==> src/rtl/assert_macros.svh <==
// Assertion macros used by the RTL controller
`ifndef ASSERT_MACROS_SVH
`define ASSERT_MACROS_SVH

// Clocked assertion, disabled while reset is high
`define ASSERT_CLK(label, clk, rst, prop, msg) \
   label: assert property (@(posedge clk) disable iff (rst) prop) else $error(msg);

// Clocked implication
`define ASSERT_IMPL(label, clk, rst, pre, post, msg) \
   label: assert property (@(posedge clk) disable iff (rst) (pre) |=> (post)) else $error(msg);

`endif

==> src/rtl/cpg_pkg.sv <==
// Package: types, constants and tables of the circle point generator
`timescale 1ns / 1ps
package cpg_pkg;

   localparam int MAX_POINTS   = 64;
   localparam int CORDIC_STEPS = 16;
   localparam int DIV_STEPS    = 33;
   localparam int ITER_W       = 6;
   localparam int ATAN_IW      = 5;
   localparam int XY_W         = 20;
   localparam int PROD_W       = 31;

   localparam logic [31:0] EIGHTH_TURN = 32'h2000_0000;
   localparam logic [31:0] START_PHASE = 32'hC000_0000;
   localparam logic signed [XY_W-1:0] CORDIC_GAIN_INV = 20'sd39797;
   localparam logic [6:0] MAX_COUNT = 7'(MAX_POINTS);

   typedef enum logic [2:0] {
      ST_IDLE,
      ST_DIV,
      ST_PINIT,
      ST_ROT,
      ST_MUL,
      ST_RND,
      ST_OUT
   } state_type;

   typedef struct packed {
      logic              load;
      logic              div_step;
      logic              div_first;
      logic              cordic_init;
      logic              cordic_step;
      logic [ATAN_IW-1:0] iter;
      logic              mul;
      logic              rnd;
      logic              advance;
   } cmd_type;

   typedef struct packed {
      logic req_zero;
      logic last;
   } status_type;

   // atan(2^-i) in units of 2^-32 turn
   function automatic logic [31:0] atan_turns(input logic [ATAN_IW-1:0] i);
      logic [31:0] v;
      unique case (i)
         5'd0:  v = 32'd536870912;
         5'd1:  v = 32'd316933406;
         5'd2:  v = 32'd167458907;
         5'd3:  v = 32'd85004756;
         5'd4:  v = 32'd42667331;
         5'd5:  v = 32'd21354465;
         5'd6:  v = 32'd10679838;
         5'd7:  v = 32'd5340245;
         5'd8:  v = 32'd2670163;
         5'd9:  v = 32'd1335087;
         5'd10: v = 32'd667544;
         5'd11: v = 32'd333772;
         5'd12: v = 32'd166886;
         5'd13: v = 32'd83443;
         5'd14: v = 32'd41722;
         5'd15: v = 32'd20861;
         5'd16: v = 32'd10430;
         5'd17: v = 32'd5215;
         5'd18: v = 32'd2608;
         5'd19: v = 32'd1304;
         5'd20: v = 32'd652;
         5'd21: v = 32'd326;
         5'd22: v = 32'd163;
         5'd23: v = 32'd81;
         default: v = 32'd0;
      endcase
      return v;
   endfunction

endpackage

==> src/rtl/cpg_req_if.sv <==
// Request channel interface
`timescale 1ns / 1ps
interface cpg_req_if;
   logic              valid;
   logic              ready;
   logic signed [11:0] center_x;
   logic signed [11:0] center_y;
   logic [9:0]        radius;
   logic [6:0]        point_count;

   modport source (output valid, center_x, center_y, radius, point_count, input ready);
   modport sink   (input valid, center_x, center_y, radius, point_count, output ready);
endinterface

==> src/rtl/cpg_rsp_if.sv <==
// Result channel interface
`timescale 1ns / 1ps
interface cpg_rsp_if;
   logic              valid;
   logic              ready;
   logic signed [12:0] point_x;
   logic signed [12:0] point_y;
   logic [5:0]        point_index;
   logic              last;

   modport source (output valid, point_x, point_y, point_index, last, input ready);
   modport sink   (input valid, point_x, point_y, point_index, last, output ready);
endinterface

==> src/rtl/cpg_datapath.sv <==
// Datapath: step divider, CORDIC, scaling and rounding
`timescale 1ns / 1ps
module cpg_datapath import cpg_pkg::*; (
   input  logic               clock,
   input  cmd_type            cmd,
   output status_type         status,
   input  logic signed [11:0] in_center_x,
   input  logic signed [11:0] in_center_y,
   input  logic [9:0]         in_radius,
   input  logic [6:0]         in_point_count,
   output logic signed [12:0] point_x,
   output logic signed [12:0] point_y,
   output logic [5:0]         point_index,
   output logic               last
);

   logic signed [11:0] cx_ff, cx_in, cy_ff, cy_in;
   logic [9:0]  r_ff, r_in;
   logic [6:0]  count_ff, count_in;
   logic [6:0]  rem_ff, rem_in;
   logic [31:0] quo_ff, quo_in;
   logic [31:0] phase_ff, phase_in;
   logic [5:0]  index_ff, index_in;
   logic [1:0]  quad_ff, quad_in;
   logic signed [XY_W-1:0] x_ff, x_in, y_ff, y_in;
   logic signed [31:0] z_ff, z_in;
   logic signed [PROD_W-1:0] pc_ff, pc_in, ps_ff, ps_in;
   logic signed [12:0] ox_ff, ox_in, oy_ff, oy_in;
   logic [5:0]  oidx_ff, oidx_in;
   logic        olast_ff, olast_in;

   logic [6:0]  rem_sh;
   logic [31:0] phase_sum;
   logic signed [XY_W-1:0] dx, dy, c_sel, s_sel;

   function automatic logic signed [12:0] round_add(input logic signed [PROD_W-1:0] p,
                                                    input logic signed [11:0] ctr);
      logic [PROD_W-1:0] mag;
      logic [PROD_W-1:0] sum;
      logic signed [15:0] val;
      logic signed [15:0] tot;
      mag = p[PROD_W-1] ? PROD_W'(-p) : PROD_W'(p);
      sum = mag + PROD_W'(32768);
      val = $signed({1'b0, sum[PROD_W-1:16]});
      if (p[PROD_W-1]) begin
         val = -val;
      end
      tot = val + 16'(ctr);
      return tot[12:0];
   endfunction

   assign rem_sh    = {rem_ff[5:0], cmd.div_first};
   assign phase_sum = phase_ff + EIGHTH_TURN;
   assign dx        = y_ff >>> cmd.iter;
   assign dy        = x_ff >>> cmd.iter;

   always_comb begin
      unique case (quad_ff)
         2'd0: begin c_sel = x_ff;  s_sel = y_ff;  end
         2'd1: begin c_sel = -y_ff; s_sel = x_ff;  end
         2'd2: begin c_sel = -x_ff; s_sel = -y_ff; end
         default: begin c_sel = y_ff; s_sel = -x_ff; end
      endcase
   end

   always_comb begin
      cx_in = cx_ff; cy_in = cy_ff; r_in = r_ff; count_in = count_ff;
      rem_in = rem_ff; quo_in = quo_ff; phase_in = phase_ff; index_in = index_ff;
      quad_in = quad_ff; x_in = x_ff; y_in = y_ff; z_in = z_ff;
      pc_in = pc_ff; ps_in = ps_ff;
      ox_in = ox_ff; oy_in = oy_ff; oidx_in = oidx_ff; olast_in = olast_ff;

      if (cmd.load) begin
         cx_in    = in_center_x;
         cy_in    = in_center_y;
         r_in     = in_radius;
         count_in = (in_point_count > MAX_COUNT) ? MAX_COUNT : in_point_count;
         rem_in   = '0;
         quo_in   = '0;
         phase_in = START_PHASE;
         index_in = '0;
      end
      // restoring divide of 2^32 by the count, one quotient bit a beat
      if (cmd.div_step) begin
         if (rem_sh >= count_ff) begin
            rem_in = rem_sh - count_ff;
            quo_in = {quo_ff[30:0], 1'b1};
         end else begin
            rem_in = rem_sh;
            quo_in = {quo_ff[30:0], 1'b0};
         end
      end
      if (cmd.cordic_init) begin
         quad_in = phase_sum[31:30];
         z_in    = $signed(phase_ff - {phase_sum[31:30], 30'b0});
         x_in    = CORDIC_GAIN_INV;
         y_in    = '0;
      end
      if (cmd.cordic_step) begin
         if (!z_ff[31]) begin
            x_in = x_ff - dx;
            y_in = y_ff + dy;
            z_in = z_ff - $signed(atan_turns(cmd.iter));
         end else begin
            x_in = x_ff + dx;
            y_in = y_ff - dy;
            z_in = z_ff + $signed(atan_turns(cmd.iter));
         end
      end
      if (cmd.mul) begin
         pc_in = $signed({1'b0, r_ff}) * c_sel;
         ps_in = $signed({1'b0, r_ff}) * s_sel;
      end
      if (cmd.rnd) begin
         ox_in    = round_add(pc_ff, cx_ff);
         oy_in    = round_add(ps_ff, cy_ff);
         oidx_in  = index_ff;
         olast_in = ({1'b0, index_ff} + 7'd1) == count_ff;
      end
      if (cmd.advance) begin
         phase_in = phase_ff + quo_ff;
         index_in = index_ff + 6'd1;
      end
   end

   always_ff @(posedge clock) begin
      cx_ff <= cx_in; cy_ff <= cy_in; r_ff <= r_in; count_ff <= count_in;
      rem_ff <= rem_in; quo_ff <= quo_in; phase_ff <= phase_in; index_ff <= index_in;
      quad_ff <= quad_in; x_ff <= x_in; y_ff <= y_in; z_ff <= z_in;
      pc_ff <= pc_in; ps_ff <= ps_in;
      ox_ff <= ox_in; oy_ff <= oy_in; oidx_ff <= oidx_in; olast_ff <= olast_in;
   end

   assign status.req_zero = (in_point_count == 7'd0);
   assign status.last     = olast_ff;
   assign point_x         = ox_ff;
   assign point_y         = oy_ff;
   assign point_index     = oidx_ff;
   assign last            = olast_ff;

endmodule

==> src/rtl/cpg_ctrl.sv <==
// Controller: sequences division, CORDIC passes and result beats
`timescale 1ns / 1ps
`include "assert_macros.svh"
module cpg_ctrl import cpg_pkg::*; (
   input  logic       clock,
   input  logic       reset,
   input  logic       req_valid,
   output logic       req_ready,
   output logic       rsp_valid,
   input  logic       rsp_ready,
   input  status_type status,
   output cmd_type    cmd
);

   state_type state_ff, state_in;
   logic [ITER_W-1:0] iter_ff, iter_in;

   always_ff @(posedge clock) begin
      if (reset) begin
         state_ff <= ST_IDLE;
         iter_ff  <= '0;
      end else begin
         state_ff <= state_in;
         iter_ff  <= iter_in;
      end
   end

   always_comb begin
      state_in      = state_ff;
      iter_in       = iter_ff;
      cmd           = '0;
      cmd.iter      = iter_ff[ATAN_IW-1:0];
      cmd.div_first = (iter_ff == '0);
      req_ready     = 1'b0;
      rsp_valid     = 1'b0;
      unique case (state_ff)
         ST_IDLE: begin
            req_ready = 1'b1;
            // drop a request with no points
            if (req_valid && !status.req_zero) begin
               cmd.load = 1'b1;
               iter_in  = '0;
               state_in = ST_DIV;
            end
         end
         ST_DIV: begin
            cmd.div_step = 1'b1;
            iter_in      = iter_ff + 1'b1;
            if (iter_ff == ITER_W'(DIV_STEPS - 1)) begin
               state_in = ST_PINIT;
            end
         end
         ST_PINIT: begin
            cmd.cordic_init = 1'b1;
            iter_in         = '0;
            state_in        = ST_ROT;
         end
         ST_ROT: begin
            cmd.cordic_step = 1'b1;
            iter_in         = iter_ff + 1'b1;
            if (iter_ff == ITER_W'(CORDIC_STEPS - 1)) begin
               state_in = ST_MUL;
            end
         end
         ST_MUL: begin
            cmd.mul  = 1'b1;
            state_in = ST_RND;
         end
         ST_RND: begin
            cmd.rnd  = 1'b1;
            state_in = ST_OUT;
         end
         ST_OUT: begin
            rsp_valid = 1'b1;
            if (rsp_ready) begin
               if (status.last) begin
                  state_in = ST_IDLE;
               end else begin
                  cmd.advance = 1'b1;
                  state_in    = ST_PINIT;
               end
            end
         end
         default: state_in = ST_IDLE;
      endcase
   end

   `ASSERT_CLK(a_no_overlap, clock, reset, !(req_ready && rsp_valid), "ready while beat pending")
   `ASSERT_IMPL(a_div_end, clock, reset, (state_ff == ST_DIV) && (iter_ff == ITER_W'(DIV_STEPS - 1)), state_ff == ST_PINIT, "divide did not finish")
   `ASSERT_IMPL(a_last_idle, clock, reset, rsp_valid && rsp_ready && status.last, req_ready, "not idle after last beat")

endmodule

==> src/rtl/circle_point_generator.sv <==
// Top level: evenly spaced points on a circle
// A request first runs the 33-step restoring divide for the phase step; each point then
// takes a CORDIC pass, a scaling multiply and a rounding step before its result beat.
// The CORDIC runs one iteration per cycle; a new request is taken only after the last beat.
// Reset: synchronous, active high; returns the controller to idle, ready for a request.
`timescale 1ns / 1ps
module circle_point_generator import cpg_pkg::*; (
   input  logic     clock,
   input  logic     reset,
   cpg_req_if.sink  req,
   cpg_rsp_if.source rsp
);

   cmd_type    cmd;
   status_type status;

   cpg_ctrl u_ctrl (
      .clock     (clock),
      .reset     (reset),
      .req_valid (req.valid),
      .req_ready (req.ready),
      .rsp_valid (rsp.valid),
      .rsp_ready (rsp.ready),
      .status    (status),
      .cmd       (cmd)
   );

   cpg_datapath u_datapath (
      .clock          (clock),
      .cmd            (cmd),
      .status         (status),
      .in_center_x    (req.center_x),
      .in_center_y    (req.center_y),
      .in_radius      (req.radius),
      .in_point_count (req.point_count),
      .point_x        (rsp.point_x),
      .point_y        (rsp.point_y),
      .point_index    (rsp.point_index),
      .last           (rsp.last)
   );

endmodule

==> src/flat_wrapper.sv <==
// flat-port wrapper written by rule: the top's interface ports become plain ports
module circle_point_generator_flat import cpg_pkg::*;
  (clock, reset, req_valid, req_center_x, req_center_y, req_radius, req_point_count, req_ready, rsp_valid, rsp_point_x, rsp_point_y, rsp_point_index, rsp_last, rsp_ready);
  cpg_req_if req_i ();
  cpg_rsp_if rsp_i ();
  input  logic clock;
  input  logic reset;
  input wire logic [$bits(req_i.valid)-1:0] req_valid;
  input wire logic [$bits(req_i.center_x)-1:0] req_center_x;
  input wire logic [$bits(req_i.center_y)-1:0] req_center_y;
  input wire logic [$bits(req_i.radius)-1:0] req_radius;
  input wire logic [$bits(req_i.point_count)-1:0] req_point_count;
  output wire logic [$bits(req_i.ready)-1:0] req_ready;
  output wire logic [$bits(rsp_i.valid)-1:0] rsp_valid;
  output wire logic [$bits(rsp_i.point_x)-1:0] rsp_point_x;
  output wire logic [$bits(rsp_i.point_y)-1:0] rsp_point_y;
  output wire logic [$bits(rsp_i.point_index)-1:0] rsp_point_index;
  output wire logic [$bits(rsp_i.last)-1:0] rsp_last;
  input wire logic [$bits(rsp_i.ready)-1:0] rsp_ready;
  assign req_i.valid = req_valid;
  assign req_i.center_x = req_center_x;
  assign req_i.center_y = req_center_y;
  assign req_i.radius = req_radius;
  assign req_i.point_count = req_point_count;
  assign req_ready = req_i.ready;
  assign rsp_valid = rsp_i.valid;
  assign rsp_point_x = rsp_i.point_x;
  assign rsp_point_y = rsp_i.point_y;
  assign rsp_point_index = rsp_i.point_index;
  assign rsp_last = rsp_i.last;
  assign rsp_i.ready = rsp_ready;
  circle_point_generator u_core (.clock(clock), .reset(reset), .req(req_i), .rsp(rsp_i));
endmodule
==> config.mk <==
export PLATFORM = sky130hd
export DESIGN_NAME = circle_point_generator_flat
export DESIGN_NICKNAME = d
export VERILOG_FILES = /design/src/rtl/cpg_pkg.sv /design/src/rtl/cpg_req_if.sv /design/src/rtl/cpg_rsp_if.sv /design/src/rtl/cpg_datapath.sv /design/src/rtl/cpg_ctrl.sv /design/src/rtl/circle_point_generator.sv /design/src/flat_wrapper.sv
export VERILOG_INCLUDE_DIRS = /design/src /design/src/rtl
export SDC_FILE = /design/constraint.sdc
export NUM_CORES = 2
export LEC_CHECK = 0
export BUFFER_PORTS_ARGS = -buffer_cell sky130_fd_sc_hd__buf_2
export CAP_MARGIN = 20
export CORE_MARGIN = 8
export CORE_UTILIZATION = 55
export DETAILED_ROUTE_END_ITERATION = 10
export PLACE_DENSITY_LB_ADDON = 0.3
export SLEW_MARGIN = 20
export SYNTH_ARGS = -nofsm -noshare
export SYNTH_HDL_FRONTEND = slang
export SYNTH_SLANG_ARGS = --single-unit
==> constraint.sdc <==
create_clock -name clock -period 20.7 [get_ports clock]
set_clock_uncertainty 0.15 [all_clocks]
set_input_delay 3.105 -clock clock [delete_from_list [all_inputs] [get_ports clock]]
set_output_delay 3.105 -clock clock [all_outputs]
set_load 0.02 [all_outputs]
Word level (Yosys, flattened, before mapping)
Memories as Yosys holds them, arrays and structs flattened. A register that Yosys moved wholly into a read port is not among the register bits.
Index checks and enable logic that the tools add are counted.
Widths: inputs -> output; s select.

word-level totals
  register bits = 295
  ROM bits = 1920
  memories = 2

memories
  name              depth  bits a word  rd ports  clocked after memory_dff  write ports  RTL line       source
  (name not given)  32     30           1         1                         0            cpg_pkg.sv:48  unique case (i)
  (name not given)  32     30           1         1                         0            cpg_pkg.sv:48

cells by class
  add/sub/neg operators = 23
  multiply operators = 2
  order comparisons = 2
  eq/ne operators = 15
  shift operators = 2
  mux-type cells = 55
  reductions and logical operators = 13

operators by type and width
  operator                count
  $mux 32                 11
  $mux 20                 6
  $pmux 20 s3             2
  $add 32x32->32          2
  $sub 32x32->32          2
  $mul 11x20->31          2
  $add 29x16->29 const B  2
  $mux 29                 2
  $neg 29->29             2
  $mux 13                 4
  $add 20x20->20          2
  $neg 20->20             2
  $sshr 20x5->20          2
  $sub 20x20->20          2
  $mux 6                  6
  $add 32x30->32 const B  1
  $add 13x12->13          2
  $neg 13->13             2
  $pmux 3 s7              1
  $mux 5                  4
  $pmux 6 s3              1
  $mux 1                  13
  $add 6x1->6 const B     2
  $mux 3                  4
  other kinds (25)        33

Depth between registers and ports, before layout
  word-level depth = 7
  gate-level depth with buffers = 32
  depth with buffers taken out = 32

Hierarchy
A second synthesis with hierarchy kept.

unflattened totals
  cell total of the unflattened synthesis = 4205
  area, all modules = 38425.6 um2

by module, submodules not included
  module        times used  cells an instance  area an instance (um2)  sequential area each (um2)
  cpg_datapath  1           4126               37842.5                 8528.2
  cpg_ctrl      1           79                 583.1                   180.2

Worst setup path after synthesis
Ideal clock, no wire load.

  kind = reg-to-reg
  from = register u_core.u_datapath.y_ff[2]
  to = register u_core.u_datapath.pc_ff[30], data pin
  setup time = 0.259 ns
  arrival = 8.014 ns
  required time = 20.291 ns
  path slack = 12.277 ns
  cell stages (with the launch flop) = 29
  period minus slack after synthesis = 8.423 ns
  path through = edfxtp_1 > or3_1 > or3_1 > or3_1 > or3_1 > or3_1 > buf_2 > nor4_1 > a21oi_1 > xnor2_1 > a21oi_1 > clkbuf_1 > nand2_1 > fa_1 > inv_1 > fa_1 > fa_1 > fa_1 > inv_1 > fa_1 > inv_1 > ha_1 > a21o_1 > o41ai_1 > a21oi_1 > a211oi_1 > o21bai_1 > a21oi_1 > xnor2_1

on the way
  word-level cells in the longest chain between the ends = 3

RTL lines
  element                 RTL line             source
  start, declared         cpg_datapath.sv:25   logic signed [XY_W-1:0] x_ff, x_in, y_ff, y_in;
  start signal, assigned  cpg_datapath.sv:129  quad_ff <= quad_in; x_ff <= x_in; y_ff <= y_in; z_ff <= z_in;
  $neg 20->20             cpg_datapath.sv:60   2'd1: begin c_sel = -y_ff; s_sel = x_ff; end
  $pmux 20 s3 *           cpg_datapath.sv:58   unique case (quad_ff)
  $mul 11x20->31 *        cpg_datapath.sv:111  pc_in = $signed({1'b0, r_ff}) * c_sel;
  end signal, assigned    cpg_datapath.sv:130  pc_ff <= pc_in; ps_ff <= ps_in;
  end, declared           cpg_datapath.sv:27   logic signed [PROD_W-1:0] pc_ff, pc_in, ps_ff, ps_in;

Mark *: on every way between the ends. The rest lies on a longest branch, timed or not.
A chain may end at the register's enable or synchronous reset.

Final worst setup path
  from = register u_core.u_datapath.y_ff[1]
  to = register u_core.u_datapath.pc_ff[30], data pin

Same word-level chain as after synthesis.

==> flow_summary.yaml <==
run_status:
  outcome: "finished clean"
floorplanning:
  die_area_um2: 80000
  fp_rows: 98
  floorplan.initialDensity_pct: 55.2
  chipHeight_um: 283
  io_pins: 80
  core_region_area_um2: 71000
  die_w_um: 283
clock_tree:
  clkTransAtPathRegs_ns: 0.06
  cts-resized-gates: 0
  postCtsHoldBufs: 0
  htreeDepth: 2
  cts_inserted_buffers: 42
  insertion_delay_ns: 0.60
  ctsLongestPathBuffers: 3
  tritoncts_clock_tree: "built"
  root_buffer_master: "sky130_fd_sc_hd__clkbuf_16"
  postCtsSetupBuffers: 0
  cts.sink_count: 323
synthesis:
  synth.top_cell.area_share_pct: 21.8
  synth_top_cells_by_count: "sky130_fd_sc_hd__inv_1 (502), sky130_fd_sc_hd__nand2_1 (409), sky130_fd_sc_hd__fa_1 (357)"
  yosysSeqAreaShare_pct: 23.8
  synth.cell_area_um2: 39200
  post_synth_num_cell_types: 88
  yosysWarningCount: 0
  mean_cell_area_of_the_mapped_netlist_um2: 9.20
  yosys_most_used_dff: "sky130_fd_sc_hd__edfxtp_1"
  ys_async_sr_fraction_pct: 0
  yosys.cell_count.top_type: "sky130_fd_sc_hd__inv_1"
  mapped_nets: 4949
  synth_cells: 4256
  synth.area.top_cells: "sky130_fd_sc_hd__edfxtp_1 (22%), sky130_fd_sc_hd__fa_1 (18%), sky130_fd_sc_hd__ha_1 (9.3%), sky130_fd_sc_hd__xnor2_1 (4.9%), sky130_fd_sc_hd__inv_1 (4.8%)"
  post-synth-top-area-cell: "sky130_fd_sc_hd__edfxtp_1"
  yosys_register_bits: 323
  synth-edff-count: 284
sta:
  setup_viol_count_final: 0
  worst_slew_pin_slew_ns: 1.08
  report.final.slew_viol_count: 0
  final_period_minus_worst_setup_slack_ns: 9.29
  fin_tns_setup_ns: 0
  clock.fmax_ghz: 0.108
  post-route-worst-setup-slack_ns: 11.41
  final_count_of_hold_timing_violations: 0
  slew-limit-headroom_pct: 27.8
  rsz0062_at_grt: "false"
  final_min_period_over_clock_period_pct: 44.9
drt:
  vias_per_cell: 5.82
  drtPass1Iterations: 6
  ant_nets: 0
  detailroute.via_count: 30300
  overall_routed_net_length_mm: 90.4
  routedWlPerCell_um: 17.4
  remaining_drc_errors: 0
  detail_route.iter0.violations: 2315
cells_and_area:
  area.sequential_um2: 9320
  net_count_reported_at_finish: 4918
  non_filler_cells_final: 5209
  diodes_inserted: 0
  multi_input_combinational_cell_area_um2: 27300
  fin_util_pct: 59.0
  area_growth_pct: 6.92
  nFillCells: 6127
  layout-drive-gt1-share_pct: 6.81
setup_path:
  critPathMostFrequentCell: "sky130_fd_sc_hd__fa_1"
  r2r.worst_path.cells: 30
  critical-path-max-stage-delay_ns: 0.60
  class_of_the_most_critical_setup_path: "reg -> reg"
  highest_net_fanout_along_the_worst_path: 10
  crit_path_top_delay_cell: "sky130_fd_sc_hd__a21oi_1"
  crit_arrival_ns: 9.46
  timing_startpoint_of_the_critical_path: "u_core.u_datapath.y_ff[1]"
  crit-reg2reg-launch: "u_core.u_datapath.y_ff[1]"
  critPathRequiredTime_ns: 20.87
  regToRegEndpoint: "u_core.u_datapath.pc_ff[30]"
  critical_path.startpoint_type: "register"
  r2r_setup_slack_ns: 11.41
  cp_endpoint_kind: "register"
placement:
  gpl.final_weighted_congestion: 0.907
  place_ws_ns: 11.24
  place.detailed.instances: 5130
  port_buffers: 79
  hpwlAfterDp_mm: 67.1
global_routing:
  grt_pass1_wl_mm: 151
  grt_overflow_total: 0
  grt_max_degree: 76
  first_global_vias: 30300
  antenna_found_initial: 0
  global_route.usage.total_pct: 22.7
hold_path:
  worstHoldEndpoint: "u_core.u_datapath.point_index[5]"
  worst_hold_path_type: "reg -> reg"
  hold_path_depth: 0
  hold_path.startpoint: "u_core.u_datapath.index_ff[5]"
job:
  timing.max_cap.violations: 0
-- worst max path at each step --
stage | end | slack [ns]
floorplan | u_core.u_datapath.pc_ff[30] | 12.28
global placement | u_core.u_datapath.pc_ff[30] | 11.47
detailed placement | u_core.u_datapath.pc_ff[30] | 11.24
CTS | u_core.u_datapath.pc_ff[30] | 11.24
global route | u_core.u_datapath.pc_ff[30] | 10.83
finish | u_core.u_datapath.pc_ff[30] | 11.41
-- cell families after synthesis --
family | synth area share [%]
AO/OA/AOI/OAI | 12.1
XOR/XNOR | 8.14
adder cells (fa/ha/maj) | 27.5
buffers and inverters | 6.71
flip-flops | 23.8
multiplexers | 3.99
AND/OR/NAND/NOR | 17.8
-- layout make-up --
| cell class | count | share of cell area [%] |
|---|---|---|
| clock buffers | 52 | 2.80 |
| clock inverters | 26 | 0.953 |
| inverters | 505 | 4.53 |
| multi-input cells | 3242 | 65.1 |
| flip-flops and latches | 323 | 22.2 |
| well taps | 950 | 2.84 |
| repair buffers | 111 | 1.52 |
-- placed cells by master (no fill, tap or decap), types with 87 or more instances in the layout --
cell type,instances
sky130_fd_sc_hd__a21oi_1,213
sky130_fd_sc_hd__and2_1,239
sky130_fd_sc_hd__inv_1,501
sky130_fd_sc_hd__edfxtp_1,284
sky130_fd_sc_hd__ha_1,291
sky130_fd_sc_hd__o21ai_0,165
sky130_fd_sc_hd__xnor2_1,218
sky130_fd_sc_hd__nor3_1,87
sky130_fd_sc_hd__xor2_1,138
sky130_fd_sc_hd__nor2_1,272
sky130_fd_sc_hd__nand2_1,408
sky130_fd_sc_hd__fa_1,357
-- worst max-delay path: cells and delay by family (launching register included) --
kind	cells	cell delay, ns
compound gates	8	2.42
xor+xnor	2	0.25
fa+ha+maj	7	2.96
buf+inv	4	0.28
flops	1	0.51
simple gates	9	2.45
-- sequential cells by signal, summed over array words and instances, names as in the netlist, 20 cells and up, named ones only --
| signal | cells |
|---|---|
| u_core.u_datapath.phase_ff | 32 |
| u_core.u_datapath.quo_ff | 32 |
| u_core.u_datapath.z_ff | 32 |
| u_core.u_datapath.pc_ff | 30 |
| u_core.u_datapath.ps_ff | 30 |
| u_core.u_datapath.x_ff | 20 |
| u_core.u_datapath.y_ff | 20 |
-- routing by layer --
metal,up-vias,wire length (um),GRT usage [%]
li1,14400,-,-
met1,14800,38300,30.1
met2,975,43800,38.9
met3,166,5970,3.02
met4,0,2340,6.19
met5,-,0,0
-- stage by stage --
| step | cell area, um2 | hold slack [ns] |
|---|---|---|
| CTS | 41900 | 0.398 |
| finish | 41900 | 0.404 |
| global route | 41900 | 0.413 |
| global placement | 40300 | 0.379 |
| detailed placement | 40300 | 0.386 |
| floorplan | 39200 | 0.329 |
Power is left out: the tool's default activity adds up to more than one toggle a clock period on the data nets, which glitch-free logic cannot reach.
